[config.mk]
export PLATFORM = sky130hd
export DESIGN_NAME = apb_back
export DESIGN_NICKNAME = d
export VERILOG_FILES = /design/src/hw/rtl/apb_pkg.sv /design/src/hw/rtl/apb_back.sv
export SDC_FILE = /design/constraint.sdc
export NUM_CORES = 1
export LEC_CHECK = 0
export ABC_AREA = 1
export ABC_CLOCK_PERIOD_IN_PS = 2550
export BUFFER_PORTS_ARGS = -buffer_cell sky130_fd_sc_hd__buf_2
export CAP_MARGIN = 20
export CORE_MARGIN = 2
export CORE_UTILIZATION = 30
export DETAILED_ROUTE_END_ITERATION = 16
export PLACE_DENSITY_LB_ADDON = 0.05
export SLEW_MARGIN = 10
export SYNTH_ARGS = -nofsm -noshare
export SYNTH_HDL_FRONTEND = slang
export SYNTH_SLANG_ARGS = --single-unit
export TNS_END_PERCENT = 50
[constraint.sdc]
create_clock -name clk -period 2.55 [get_ports clk]
set_clock_uncertainty 0.2 [all_clocks]
set_input_delay 0.765 -clock clk [delete_from_list [all_inputs] [get_ports clk]]
set_output_delay 0.765 -clock clk [all_outputs]
set_load 0.02 [all_outputs]
[src/hw/rtl/apb_pkg.sv]
// Shared types, constants and codes for the audio ping-pong buffer.
package apb_pkg;

	// Store geometry: two halves of HALF_WORDS samples each
	localparam int HALF_WORDS = 256;
	localparam int STORE_WORDS = 2 * HALF_WORDS;
	localparam int POS_W = $clog2(HALF_WORDS);
	localparam int ADDR_W = $clog2(STORE_WORDS);
	localparam int SAMPLE_W = 16;
	localparam int BYTE_W = 8;
	localparam int LIMIT_W = 16;
	localparam logic [LIMIT_W-1:0] SILENCE_RESET = 16'd5000;

	// Result queue between front and back
	localparam int QDEPTH = 4;
	localparam int QPTR_W = $clog2(QDEPTH);
	localparam int QCNT_W = $clog2(QDEPTH + 1);

	// Command codes
	typedef enum logic [1:0] {
		CMD_SAMPLE = 2'd0,
		CMD_IDLE   = 2'd1,
		CMD_DRAIN  = 2'd2
	} cmd_t;

	// Status codes
	typedef enum logic [1:0] {
		ST_OK       = 2'd0,
		ST_OVERFLOW = 2'd1,
		ST_UNDERRUN = 2'd2
	} status_t;

	// Result fields known at the front, before the store read returns
	typedef struct packed {
		status_t status;
		logic    word_valid;
		logic    last_of_half;
		logic    muted;
		logic    half_a_full;
		logic    half_b_full;
	} meta_t;

	// One front-to-back transaction
	typedef struct packed {
		logic  valid;
		meta_t meta;
	} front_out_t;

	// One complete result
	typedef struct packed {
		meta_t               meta;
		logic [SAMPLE_W-1:0] word_out;
	} result_t;

endpackage

[src/hw/rtl/apb_back.sv]
// Back end: joins store read data with front results and queues them for output.
module apb_back (
	input  logic                          clk,
	input  logic                          arst_n,
	input  apb_pkg::front_out_t           fout,
	input  logic [apb_pkg::SAMPLE_W-1:0]  ram_rdata,
	output logic                          in_ready,
	output logic                          out_valid,
	input  logic                          out_ready,
	output apb_pkg::result_t              out_result
);

	logic                          v_s1;
	apb_pkg::meta_t                meta_s1;
	apb_pkg::result_t              queue_q [apb_pkg::QDEPTH];
	logic [apb_pkg::QPTR_W-1:0]    wptr_q;
	logic [apb_pkg::QPTR_W-1:0]    rptr_q;
	logic [apb_pkg::QCNT_W-1:0]    count_q;
	logic                          push;
	logic                          pop;
	apb_pkg::result_t              push_data;

	// Stage register waiting for the store read
	always_ff @(posedge clk or negedge arst_n) begin
		if (!arst_n) begin
			v_s1 <= 1'b0;
		end else begin
			v_s1 <= fout.valid;
		end
	end

	always_ff @(posedge clk) begin
		meta_s1 <= fout.meta;
	end

	// Complete result; word is zero unless a drain delivered one
	always_comb begin
		push_data.meta     = meta_s1;
		push_data.word_out = meta_s1.word_valid ? ram_rdata : '0;
	end

	assign push      = v_s1;
	assign out_valid = (count_q != '0);
	assign pop       = out_valid && out_ready;
	assign out_result = queue_q[rptr_q];

	// Room for the item in flight plus a new one
	assign in_ready = (({1'b0, count_q} + (apb_pkg::QCNT_W + 1)'(v_s1))
		< (apb_pkg::QCNT_W + 1)'(apb_pkg::QDEPTH));

	// Result queue storage
	always_ff @(posedge clk) begin
		if (push) begin
			queue_q[wptr_q] <= push_data;
		end
	end

	// Result queue pointers
	always_ff @(posedge clk or negedge arst_n) begin
		if (!arst_n) begin
			wptr_q  <= '0;
			rptr_q  <= '0;
			count_q <= '0;
		end else begin
			if (push) begin
				wptr_q <= wptr_q + apb_pkg::QPTR_W'(1);
			end
			if (pop) begin
				rptr_q <= rptr_q + apb_pkg::QPTR_W'(1);
			end
			if (push && !pop) begin
				count_q <= count_q + apb_pkg::QCNT_W'(1);
			end else if (pop && !push) begin
				count_q <= count_q - apb_pkg::QCNT_W'(1);
			end
		end
	end

endmodule

==> metrics.csv <==
metric;value;unit
run_status;complete, but fails checks;
failing_checks;setup timing;
cts-htree-levels;3;
rsz0062_at_grt;yes;
finalSetupViolCount;1;
synth_top_area_share;62.69;%
hold_violations;0;
register_area;3103;µm²
cts_tree;built;
synth_enable_flop_cells;92;
timing.critical_path.arrival;1590;ps
synthesis.instances;368;
clock_power_share;19.5;%
async_reset_ff_share;7.477;%
num-fill-cells;1448;
switching_power_of_the_nets;2.285;mW
area.growth.synth_to_final;21.66;%
finalWirelength;9326;µm
worstSetupStartpointType;register;
grt_remaining_overflow;0;
vdd_ir_drop_max;0.5492;mV
start_util;30.55;%
io_pins;52;
power.static_leakage;2.352;nW
detailedPlacementHpwl;5282;µm
drv_cap;0;
crit_path_max_fanout;5;
power_per_cell_area;1168;nW/µm²
drc;0;
route.detailed.wl_per_inst;15.09;µm
vias_per_cell;4.256;
endpoint_kind;output port;
grt_antenna_before_repair;0;
core_region_area;14420;µm²
finalWorstPathRequiredPeriod;2558;ps
grt_max_degree;36;
place.gp.congestion;0.6819;
prevailing_post_synth_register_cell;sky130_fd_sc_hd__edfxtp_1;
utilization;37.17;%
placement.io_buffers;51;
post-route-worst-setup-slack;-8.014;ps
cts-hold-fix-buffers;0;
dieHeight;125.2;µm
min_path_type;in2async;
cts-buffers-inserted;9;
fp.dieW;125.2;µm
maxSlewHeadroom;65.30;%
clock_tree.buffer_depth;2;
slew_viol_final;0;
synth.ff_latch_count;107;
wire_length_of_the_first_global_routing_pass;14230;µm
holdWs;69.63;ps
yosysSeqAreaShare;70.41;%
floorplan.rows;44;
post_synth_instance_area;4407;µm²
dr.pass1.iters;4;
sw_frac_of_total;36.48;%
die_area;15680;µm²
worst_ep_required_time;1590;ps
vias_in_the_first_global_route;2544;
drive_above_1_share;20.28;%
share_comb_of_total_power;42.3;%
internal_power;3.979;mW
ys_warn_count;0;
global_route_usage_sum;12.29;%
fmax;390.9;MHz
timing_worst_setup_path_type;reg2out;
timing_worst_slew_pin_value;519.9;ps
finalCritPeriodShare;100.3;%
finish.net_count;462;
synth.area.top_cells;sky130_fd_sc_hd__edfxtp_1 63%, sky130_fd_sc_hd__nand2_1 9.0%, sky130_fd_sc_hd__o211ai_1 7.8%;
unique_masters_post_synth;19;
syn-mean-instance-area;11.97;µm²
clk_root_buffer_cell;sky130_fd_sc_hd__clkbuf_16;
vias_after_detailed_routing;2630;
clkLatencyLatePin;340;ps
final_antenna_net_count;0;
power.share.sequential;38.1;%
synthesis.nets;401;
placed_cells_incl_taps;596;
multi_input_area;898.4;µm²
antenna-diode-count;0;
clock_sink_count;107;
synth_area_leader_cell;sky130_fd_sc_hd__edfxtp_1;
final-instance-count-excl-fill;618;
first_iter_violations;121;
worst_setup_hold_path_clk_slew;60;ps
[timing repair]
action                                 CTS  global route
buffers inserted                         2             0
gates cloned                             2             3
resized for setup                        2            32
endpoints found under the hold margin    0             0
setup endpoints to repair                9            23
pin swaps                                0            10
[registers in the layout, summed over array words and instances (netlist names)]
name	flops
count_q	3
meta_s1	7
push	1
queue_q	92
rptr_q	2
wptr_q	2
[layer usage]
layer  routed length, µm  track usage, %
met1                4390           15.85
met2                4436           19.63
met3                 394           4.493
met4                 104           3.333
met5                   0               0
[cells in the mapped netlist, drive strengths merged, types with 4 or more instances]
master	instances
nand2	106
edfxtp	92
buf	14
dfrtp	8
o211ai	46
clkbuf	4
dfxtp	7
inv	76
ha	5
nand3	4
[through the flow]
step	setup TNS, ps	worst slack, ps	cell area, µm²	power [mW]
floorplan	0	568.6	4407	3.967
global placement	0	374.1	4885	4.632
detailed placement	0	358.6	4885	4.651
CTS	-288.2	-25.90	5241	6.143
global route	-1025	-105.6	5361	6.709
finish	-8.014	-8.014	5361	6.264
[worst paths after layout]
kind	from	to	slack [ps]	cells after the start
worst min-delay path	arst_n	count_q[2]	70	1
worst min register to register	count_q[2]	count_q[2]	270	2
min in group clk	count_q[2]	count_q[2]	270	2
worst max register to register	count_q[0]	count_q[2]	580	10
max in group asynchronous	arst_n	wptr_q[1]	1890	1
worst max-delay path	rptr_q[0]	out_result[2]	-8	7
[logic make-up (layout without fill, tap and decap cells)]
kind of cell | after synthesis | after routing | share of synthesized area (%)
AO/OA/AOI/OAI | 47 | 47 | 7.950
XOR/XNOR | 2 | 2 | 0.3976
adder cells (fa/ha/maj) | 6 | 6 | 1.874
buffers and inverters | 94 | 160 | 9.653
flip-flops | 107 | 107 | 70.41
AND/OR/NAND/NOR | 112 | 112 | 9.710
[worst max-delay path: stages, from the launching register on]
cell	delay [ps]
sky130_fd_sc_hd__dfrtp_1	410
sky130_fd_sc_hd__clkinv_4	130
sky130_fd_sc_hd__buf_12	170
sky130_fd_sc_hd__clkbuf_16	150
sky130_fd_sc_hd__nand2_1	50
sky130_fd_sc_hd__o211ai_1	70
sky130_fd_sc_hd__nand2_1	130
sky130_fd_sc_hd__buf_6	130
[power groups by stage]
stage	clock, mW	combinational (mW)	sequential, mW
finish	1.22	2.65	2.39
global route	1.34	2.95	2.42
detailed placement	0	2.23	2.42
global placement	0	2.21	2.42
CTS	1.28	2.47	2.39
floorplan	0	1.57	2.40
[final cells by class]
type / instances / area share, %
multi-input cells: 167 / 16.76
well taps: 184 / 4.294
clock inverters: 4 / 0.3267
inverters: 76 / 5.414
flip-flops and latches: 107 / 57.88
clock buffers: 12 / 4.411
repair buffers: 68 / 10.92
[layout by cell type (no fill, tap or decap), types with 2 or more instances in the layout]
master,n
sky130_fd_sc_hd__ha_1,5
sky130_fd_sc_hd__buf_6,12
sky130_fd_sc_hd__clkbuf_1,3
sky130_fd_sc_hd__dfrtp_1,8
sky130_fd_sc_hd__dfxtp_1,7
sky130_fd_sc_hd__nand2_2,8
sky130_fd_sc_hd__edfxtp_1,92
sky130_fd_sc_hd__clkinv_2,2
sky130_fd_sc_hd__clkinv_1,2
sky130_fd_sc_hd__nand3_1,4
sky130_fd_sc_hd__buf_2,40
sky130_fd_sc_hd__o211ai_1,46
sky130_fd_sc_hd__buf_4,7
sky130_fd_sc_hd__inv_1,75
sky130_fd_sc_hd__buf_12,6
sky130_fd_sc_hd__clkbuf_16,11
sky130_fd_sc_hd__nand2_1,98
Note: power is estimated with default switching activity, not from simulation.
