## src/hw/rtl/apb_pkg.sv

```systemverilog
// Shared types, constants and codes for the audio ping-pong buffer.
package apb_pkg;

	// Store geometry: two halves of HALF_WORDS samples each
	localparam int HALF_WORDS = 256;
	localparam int STORE_WORDS = 2 * HALF_WORDS;
	localparam int POS_W = $clog2(HALF_WORDS);
	localparam int ADDR_W = $clog2(STORE_WORDS);
	localparam int SAMPLE_W = 16;
	localparam int BYTE_W = 8;
	localparam int LIMIT_W = 16;
	localparam logic [LIMIT_W-1:0] SILENCE_RESET = 16'd5000;

	// Result queue between front and back
	localparam int QDEPTH = 4;
	localparam int QPTR_W = $clog2(QDEPTH);
	localparam int QCNT_W = $clog2(QDEPTH + 1);

	// Command codes
	typedef enum logic [1:0] {
		CMD_SAMPLE = 2'd0,
		CMD_IDLE   = 2'd1,
		CMD_DRAIN  = 2'd2
	} cmd_t;

	// Status codes
	typedef enum logic [1:0] {
		ST_OK       = 2'd0,
		ST_OVERFLOW = 2'd1,
		ST_UNDERRUN = 2'd2
	} status_t;

	// Result fields known at the front, before the store read returns
	typedef struct packed {
		status_t status;
		logic    word_valid;
		logic    last_of_half;
		logic    muted;
		logic    half_a_full;
		logic    half_b_full;
	} meta_t;

	// One front-to-back transaction
	typedef struct packed {
		logic  valid;
		meta_t meta;
	} front_out_t;

	// One complete result
	typedef struct packed {
		meta_t               meta;
		logic [SAMPLE_W-1:0] word_out;
	} result_t;

endpackage

```

## src/hw/rtl/apb_front.sv

```systemverilog
// Front end: accepts commands, keeps buffer control state, drives store ports.
module apb_front (
	input  logic                               clk,
	input  logic                               arst_n,
	input  logic                               cfg_we,
	input  logic [apb_pkg::LIMIT_W-1:0]        cfg_wdata,
	input  logic                               accept,
	input  logic [1:0]                         cmd,
	input  logic [apb_pkg::BYTE_W-1:0]         sample_hi,
	input  logic [apb_pkg::BYTE_W-1:0]         sample_lo,
	input  logic                               first_of_packet,
	output logic                               ram_we,
	output logic [apb_pkg::ADDR_W-1:0]         ram_waddr,
	output logic [apb_pkg::SAMPLE_W-1:0]       ram_wdata,
	output logic                               ram_re,
	output logic [apb_pkg::ADDR_W-1:0]         ram_raddr,
	output apb_pkg::front_out_t                fout
);

	logic                         wsel_q, wsel_d;
	logic [apb_pkg::POS_W-1:0]    wpos_q, wpos_d;
	logic [1:0]                   ready_q, ready_d;
	logic                         drop_q, drop_d;
	logic                         drain_q, drain_d;
	logic                         rsel_q, rsel_d;
	logic [apb_pkg::POS_W-1:0]    rpos_q, rpos_d;
	logic [apb_pkg::LIMIT_W-1:0]  idle_q, idle_d;
	logic                         mute_q, mute_d;
	logic [apb_pkg::LIMIT_W-1:0]  limit_q;
	logic [apb_pkg::LIMIT_W-1:0]  idle_inc;
	apb_pkg::meta_t               meta;

	localparam logic [apb_pkg::POS_W-1:0] POS_LAST = apb_pkg::POS_W'(apb_pkg::HALF_WORDS - 1);

	assign idle_inc = idle_q + apb_pkg::LIMIT_W'(1);

	// Next-state and store access for the accepted command
	always_comb begin
		wsel_d    = wsel_q;
		wpos_d    = wpos_q;
		ready_d   = ready_q;
		drop_d    = drop_q;
		drain_d   = drain_q;
		rsel_d    = rsel_q;
		rpos_d    = rpos_q;
		idle_d    = idle_q;
		mute_d    = mute_q;
		ram_we    = 1'b0;
		ram_waddr = {wsel_q, wpos_q};
		ram_wdata = {sample_hi, sample_lo};
		ram_re    = 1'b0;
		ram_raddr = {rsel_q, rpos_q};
		meta      = '0;
		meta.status = apb_pkg::ST_OK;
		if (accept) begin
			unique case (cmd)
				apb_pkg::CMD_SAMPLE: begin
					if (first_of_packet) begin
						mute_d = 1'b0;
						drop_d = ready_q[0] && ready_q[1];
					end
					if (!drop_d && ready_q[wsel_q]) begin
						drop_d = 1'b1;
					end
					if (drop_d) begin
						meta.status = apb_pkg::ST_OVERFLOW;
					end else begin
						ram_we = 1'b1;
						wpos_d = wpos_q + apb_pkg::POS_W'(1);
						if (wpos_q == POS_LAST) begin
							ready_d[wsel_q] = 1'b1;
							wsel_d = ~wsel_q;
							wpos_d = '0;
						end
					end
				end
				apb_pkg::CMD_IDLE: begin
					idle_d = idle_inc;
					if (idle_inc >= limit_q) begin
						mute_d = 1'b1;
						idle_d = '0;
					end
				end
				apb_pkg::CMD_DRAIN: begin
					if (!drain_q) begin
						if (ready_q[0]) begin
							drain_d = 1'b1;
							rsel_d  = 1'b0;
							rpos_d  = '0;
						end else if (ready_q[1]) begin
							drain_d = 1'b1;
							rsel_d  = 1'b1;
							rpos_d  = '0;
						end
					end
					if (!drain_d) begin
						meta.status = apb_pkg::ST_UNDERRUN;
					end else begin
						ram_re    = 1'b1;
						ram_raddr = {rsel_d, rpos_d};
						meta.word_valid = 1'b1;
						if (rpos_d == POS_LAST) begin
							meta.last_of_half = 1'b1;
							ready_d[rsel_d] = 1'b0;
							drain_d = 1'b0;
							rpos_d  = '0;
						end else begin
							rpos_d = rpos_d + apb_pkg::POS_W'(1);
						end
					end
				end
				default: begin
				end
			endcase
		end
		meta.muted       = mute_d;
		meta.half_a_full = ready_d[0];
		meta.half_b_full = ready_d[1];
	end

	assign fout.valid = accept;
	assign fout.meta  = meta;

	// Control state
	always_ff @(posedge clk or negedge arst_n) begin
		if (!arst_n) begin
			wsel_q  <= 1'b0;
			wpos_q  <= '0;
			ready_q <= '0;
			drop_q  <= 1'b0;
			drain_q <= 1'b0;
			rsel_q  <= 1'b0;
			rpos_q  <= '0;
			idle_q  <= '0;
			mute_q  <= 1'b0;
		end else begin
			wsel_q  <= wsel_d;
			wpos_q  <= wpos_d;
			ready_q <= ready_d;
			drop_q  <= drop_d;
			drain_q <= drain_d;
			rsel_q  <= rsel_d;
			rpos_q  <= rpos_d;
			idle_q  <= idle_d;
			mute_q  <= mute_d;
		end
	end

	// Silence limit register
	always_ff @(posedge clk or negedge arst_n) begin
		if (!arst_n) begin
			limit_q <= apb_pkg::SILENCE_RESET;
		end else if (cfg_we) begin
			limit_q <= cfg_wdata;
		end
	end

endmodule

```

## config.mk

```make
export PLATFORM = sky130hd
export DESIGN_NAME = apb_front
export DESIGN_NICKNAME = d
export VERILOG_FILES = /design/src/hw/rtl/apb_pkg.sv /design/src/hw/rtl/apb_front.sv
export SDC_FILE = /design/constraint.sdc
export NUM_CORES = 1
export LEC_CHECK = 0
export ABC_AREA = 1
export BUFFER_PORTS_ARGS = -buffer_cell sky130_fd_sc_hd__buf_4
export CAP_MARGIN = 15
export CORE_MARGIN = 4
export CORE_UTILIZATION = 56
export CTS_BUF_LIST = sky130_fd_sc_hd__clkbuf_4
export DETAILED_ROUTE_END_ITERATION = 8
export GPL_TIMING_DRIVEN = 0
export PLACE_DENSITY = 0.9
export SLEW_MARGIN = 20
export SYNTH_ARGS = -nofsm -noshare
export SYNTH_HDL_FRONTEND = slang
export SYNTH_SLANG_ARGS = --single-unit
```

## constraint.sdc

```tcl
create_clock -name clk -period 3.85 [get_ports clk]
set_input_delay 0.1925 -clock clk [delete_from_list [all_inputs] [get_ports clk]]
set_output_delay 0.1925 -clock clk [all_outputs]
set_load 0.01 [all_outputs]
```

==> qor.yml <==
synth_top_cell_area_share_pct: 34.7
arrival_ns: 3.11
numCtsBuffers: 5
path_clk_slew_ns: 0.18
r2r-end: "idle_q[2]$_DFFE_PN0P_"
grt_overflow: 0
worst_pin_slew_ns: 0.716
antenna_found_initial: 0
whs_ns: 0.0112
syn_avg_cell_area_sq_um: 7.60
final_layout_size_suffix_gt1_share_pct: 24.7
synth_edf_count: 0
switchingPower_uw: 603
vias: 3266
synthFlopType: "dfrtp_1"
dpl.cell_count: 616
cp-start-kind: "register"
port-buffer-count: 66
yosys-top-cells-count: "nand2_1 (118), inv_1 (75), dfrtp_1 (50)"
endpoint: "fout[2]"
clock_skew_ns: 0.0232
status: "complete, no violations"
post-synth-top-count-cell: "nand2_1"
powerDensity_mw_per_mm2: 368
fin_tns_setup_ns: 0
ys_types: 45
final_cells: 637
synthesis.area_sq_mm: 0.00361
hpwl_um: 6090
antennaDiodeCount: 0
core_area_sq_mm: 0.00610
swShare_pct: 37.3
slew_headroom_pct: 52.3
post-place-ws_ns: 0.970
cts_htree_levels: 2
fin_crit_ns: 3.30
grt_usage_pct: 21.5
fin_nets: 619
die_x_um: 88.3
p_clk_share_pct: 16.8
max_freq_mhz: 303
setup.worst_path.class: "reg2out"
initial_core_util_pct: 59.2
die-area_sq_mm: 0.00779
min_period_over_period_pct: 85.7
grt_setup_unrepaired: "no"
peakVddDrop_mv: 0.280
synthTopCellsByArea: "dfrtp_1 (35%), nand2_1 (12%), inv_1 (7.8%)"
yosys_warnings: 0
drv_slew: 0
crit_path_end_kind: "output pin"
p_seq_share_pct: 46.6
die_h_um: 88.3
crit_required_ns: 3.66
clock_sinks: 55
syn_inst: 475
cap_violations: 0
area_growth_pct: 21.6
ant_nets: 0
viasPerCell: 5.13
drtIter0Drc: 165
p_total_uw: 1620
ioPinCount: 83
synth_top_area_cell: "dfrtp_1"
synthArstFlopShare_pct: 100
cts_buffer_depth: 2
synth_nets: 533
dr.pass1.iters: 4
finalWirelength_um: 8100
intPower_uw: 1010
cts_setup_buffers: 0
ys_seq_area_share_pct: 38.3
cts_tree: "done"
cts_hold_buf: 13
post-route-drc-count: 0
p_leak_uw: 0.00240
wl_per_cell_um: 12.7
cts_root_buf: "clkbuf_4"
path_max_fanout: 5
setup_viol: 0
grt_max_degree: 56
fp-row-count: 28
synth-seq-cells: 55
hold_viol: 0
grt_pass1_vias: 3254
r2r_start: "idle_q[0]$_DFFE_PN0P_"
clkLatencyLatePin_ns: 0.39
r2r_setup_slack_ns: 0.93
combPwrFrac_pct: 36.6
min_path_type: "in2reg"
worst_slack_ns: 0.550
crit_start: "idle_q[0]$_DFFE_PN0P_"
gp_routability_congestion: 0.931
grt_pass1_wl_um: 13500
ctsResizeCount: 0
ff2ff_path_depth: 15
-- sequential cells by signal, summed over array words and instances, names as in the netlist --
signal	cells
idle_q	16
limit_q	16
rpos_q	8
wpos_q	8
ready_q	2
drain_q	1
drop_q	1
mute_q	1
rsel_q	1
wsel_q	1
-- cell usage in the layout (no fill, tap or decap), types with 6 or more instances in the layout --
cell type,synthesis,layout
a21oi_1,7,7
buf_4,20,86
dfrtp_1,50,50
dlygate4sd3_1,0,13
ha_1,19,19
inv_1,75,75
inv_2,8,8
nand2_1,118,118
nand3_1,19,19
nand4_1,10,10
nor2_1,32,32
nor2_2,8,8
o21ai_0,34,34
o21bai_1,9,9
o22ai_1,7,7
xor2_1,6,6
-- how the worst min path moves through the flow --
stage	from	to	slack, ns	cells after the start
5_1_grt	cfg_wdata[2]	limit_q[2]$_DFFE_PN0P_	0.01	3
3_5_place_dp	arst_n	limit_q[11]$_DFFE_PN0P_	0.29	1
3_3_place_gp	arst_n	limit_q[11]$_DFFE_PN0P_	0.28	1
4_1_cts	cfg_wdata[8]	limit_q[8]$_DFFE_PN1P_	0.002	3
6_report	cfg_wdata[8]	limit_q[8]$_DFFE_PN1P_	0.01	3
2_1_floorplan	arst_n	drain_q$_DFFE_PN0P_	-0.10	0
-- power groups by stage --
stage          combinational [uW]  clock [uW]  sequential, uW
2_1_floorplan                 367           0             758
3_3_place_gp                  550           0             757
3_5_place_dp                  578           0             764
4_1_cts                       594         281             753
5_1_grt                       674         304             764
6_report                      591         272             753
-- worst max-delay path, stage by stage, from the launching register on --
cell     delay (ns)
dfrtp_1        0.47
ha_1           0.21
nand2_1        0.11
nor2_4         0.16
nand2_2        0.08
nor2_2         0.11
nand2_1        0.08
xor2_1         0.21
ha_1           0.28
nand2_1        0.07
inv_1          0.04
nand3_1        0.08
a21oi_1        0.05
nor2_1         0.24
nand4_1        0.13
nand2_1        0.08
nand2_1        0.06
buf_4          0.13
buf_4          0.13
-- layer usage --
layer	routed length, um	track usage, %
met1	3390	25.3
met3	388	3.82
met4	165	6.59
met5	0	0
met2	4150	39.6
-- logic make-up (layout without fill, tap and decap cells) --
family	Yosys count	after routing	share of synthesized area, %
AND/OR/NAND/NOR	210	210	26.8
buffers and inverters	110	197	13.8
AO/OA/AOI/OAI	70	70	11.8
flip-flops	55	55	38.3
adder cells (fa/ha/maj)	19	19	6.59
XOR/XNOR	10	10	2.43
multiplexers	1	1	0.312
-- metrics by stage --
step | cell area (sq um) | util (%)
CTS | 4390 | 72.0
finish | 4390 | 72.0
floorplan | 3610 | -
global placement | 4200 | 68.9
detailed placement | 4200 | 68.9
global route | 4390 | 72.0
-- layout make-up --
| class | instances | area (sq um) |
|---|---|---|
| Multi-Input combinational cell | 310 | 1730 |
| Fill cell | 470 | 1710 |
| Sequential cell | 55 | 1380 |
| Timing Repair Buffer | 79 | 626 |
| Inverter | 84 | 320 |
| Buffer | 26 | 176 |
| Tap cell | 75 | 93.8 |
| Clock buffer | 5 | 37.5 |
| Clock inverter | 3 | 22.5 |
Power figures use the tool's default switching activity.
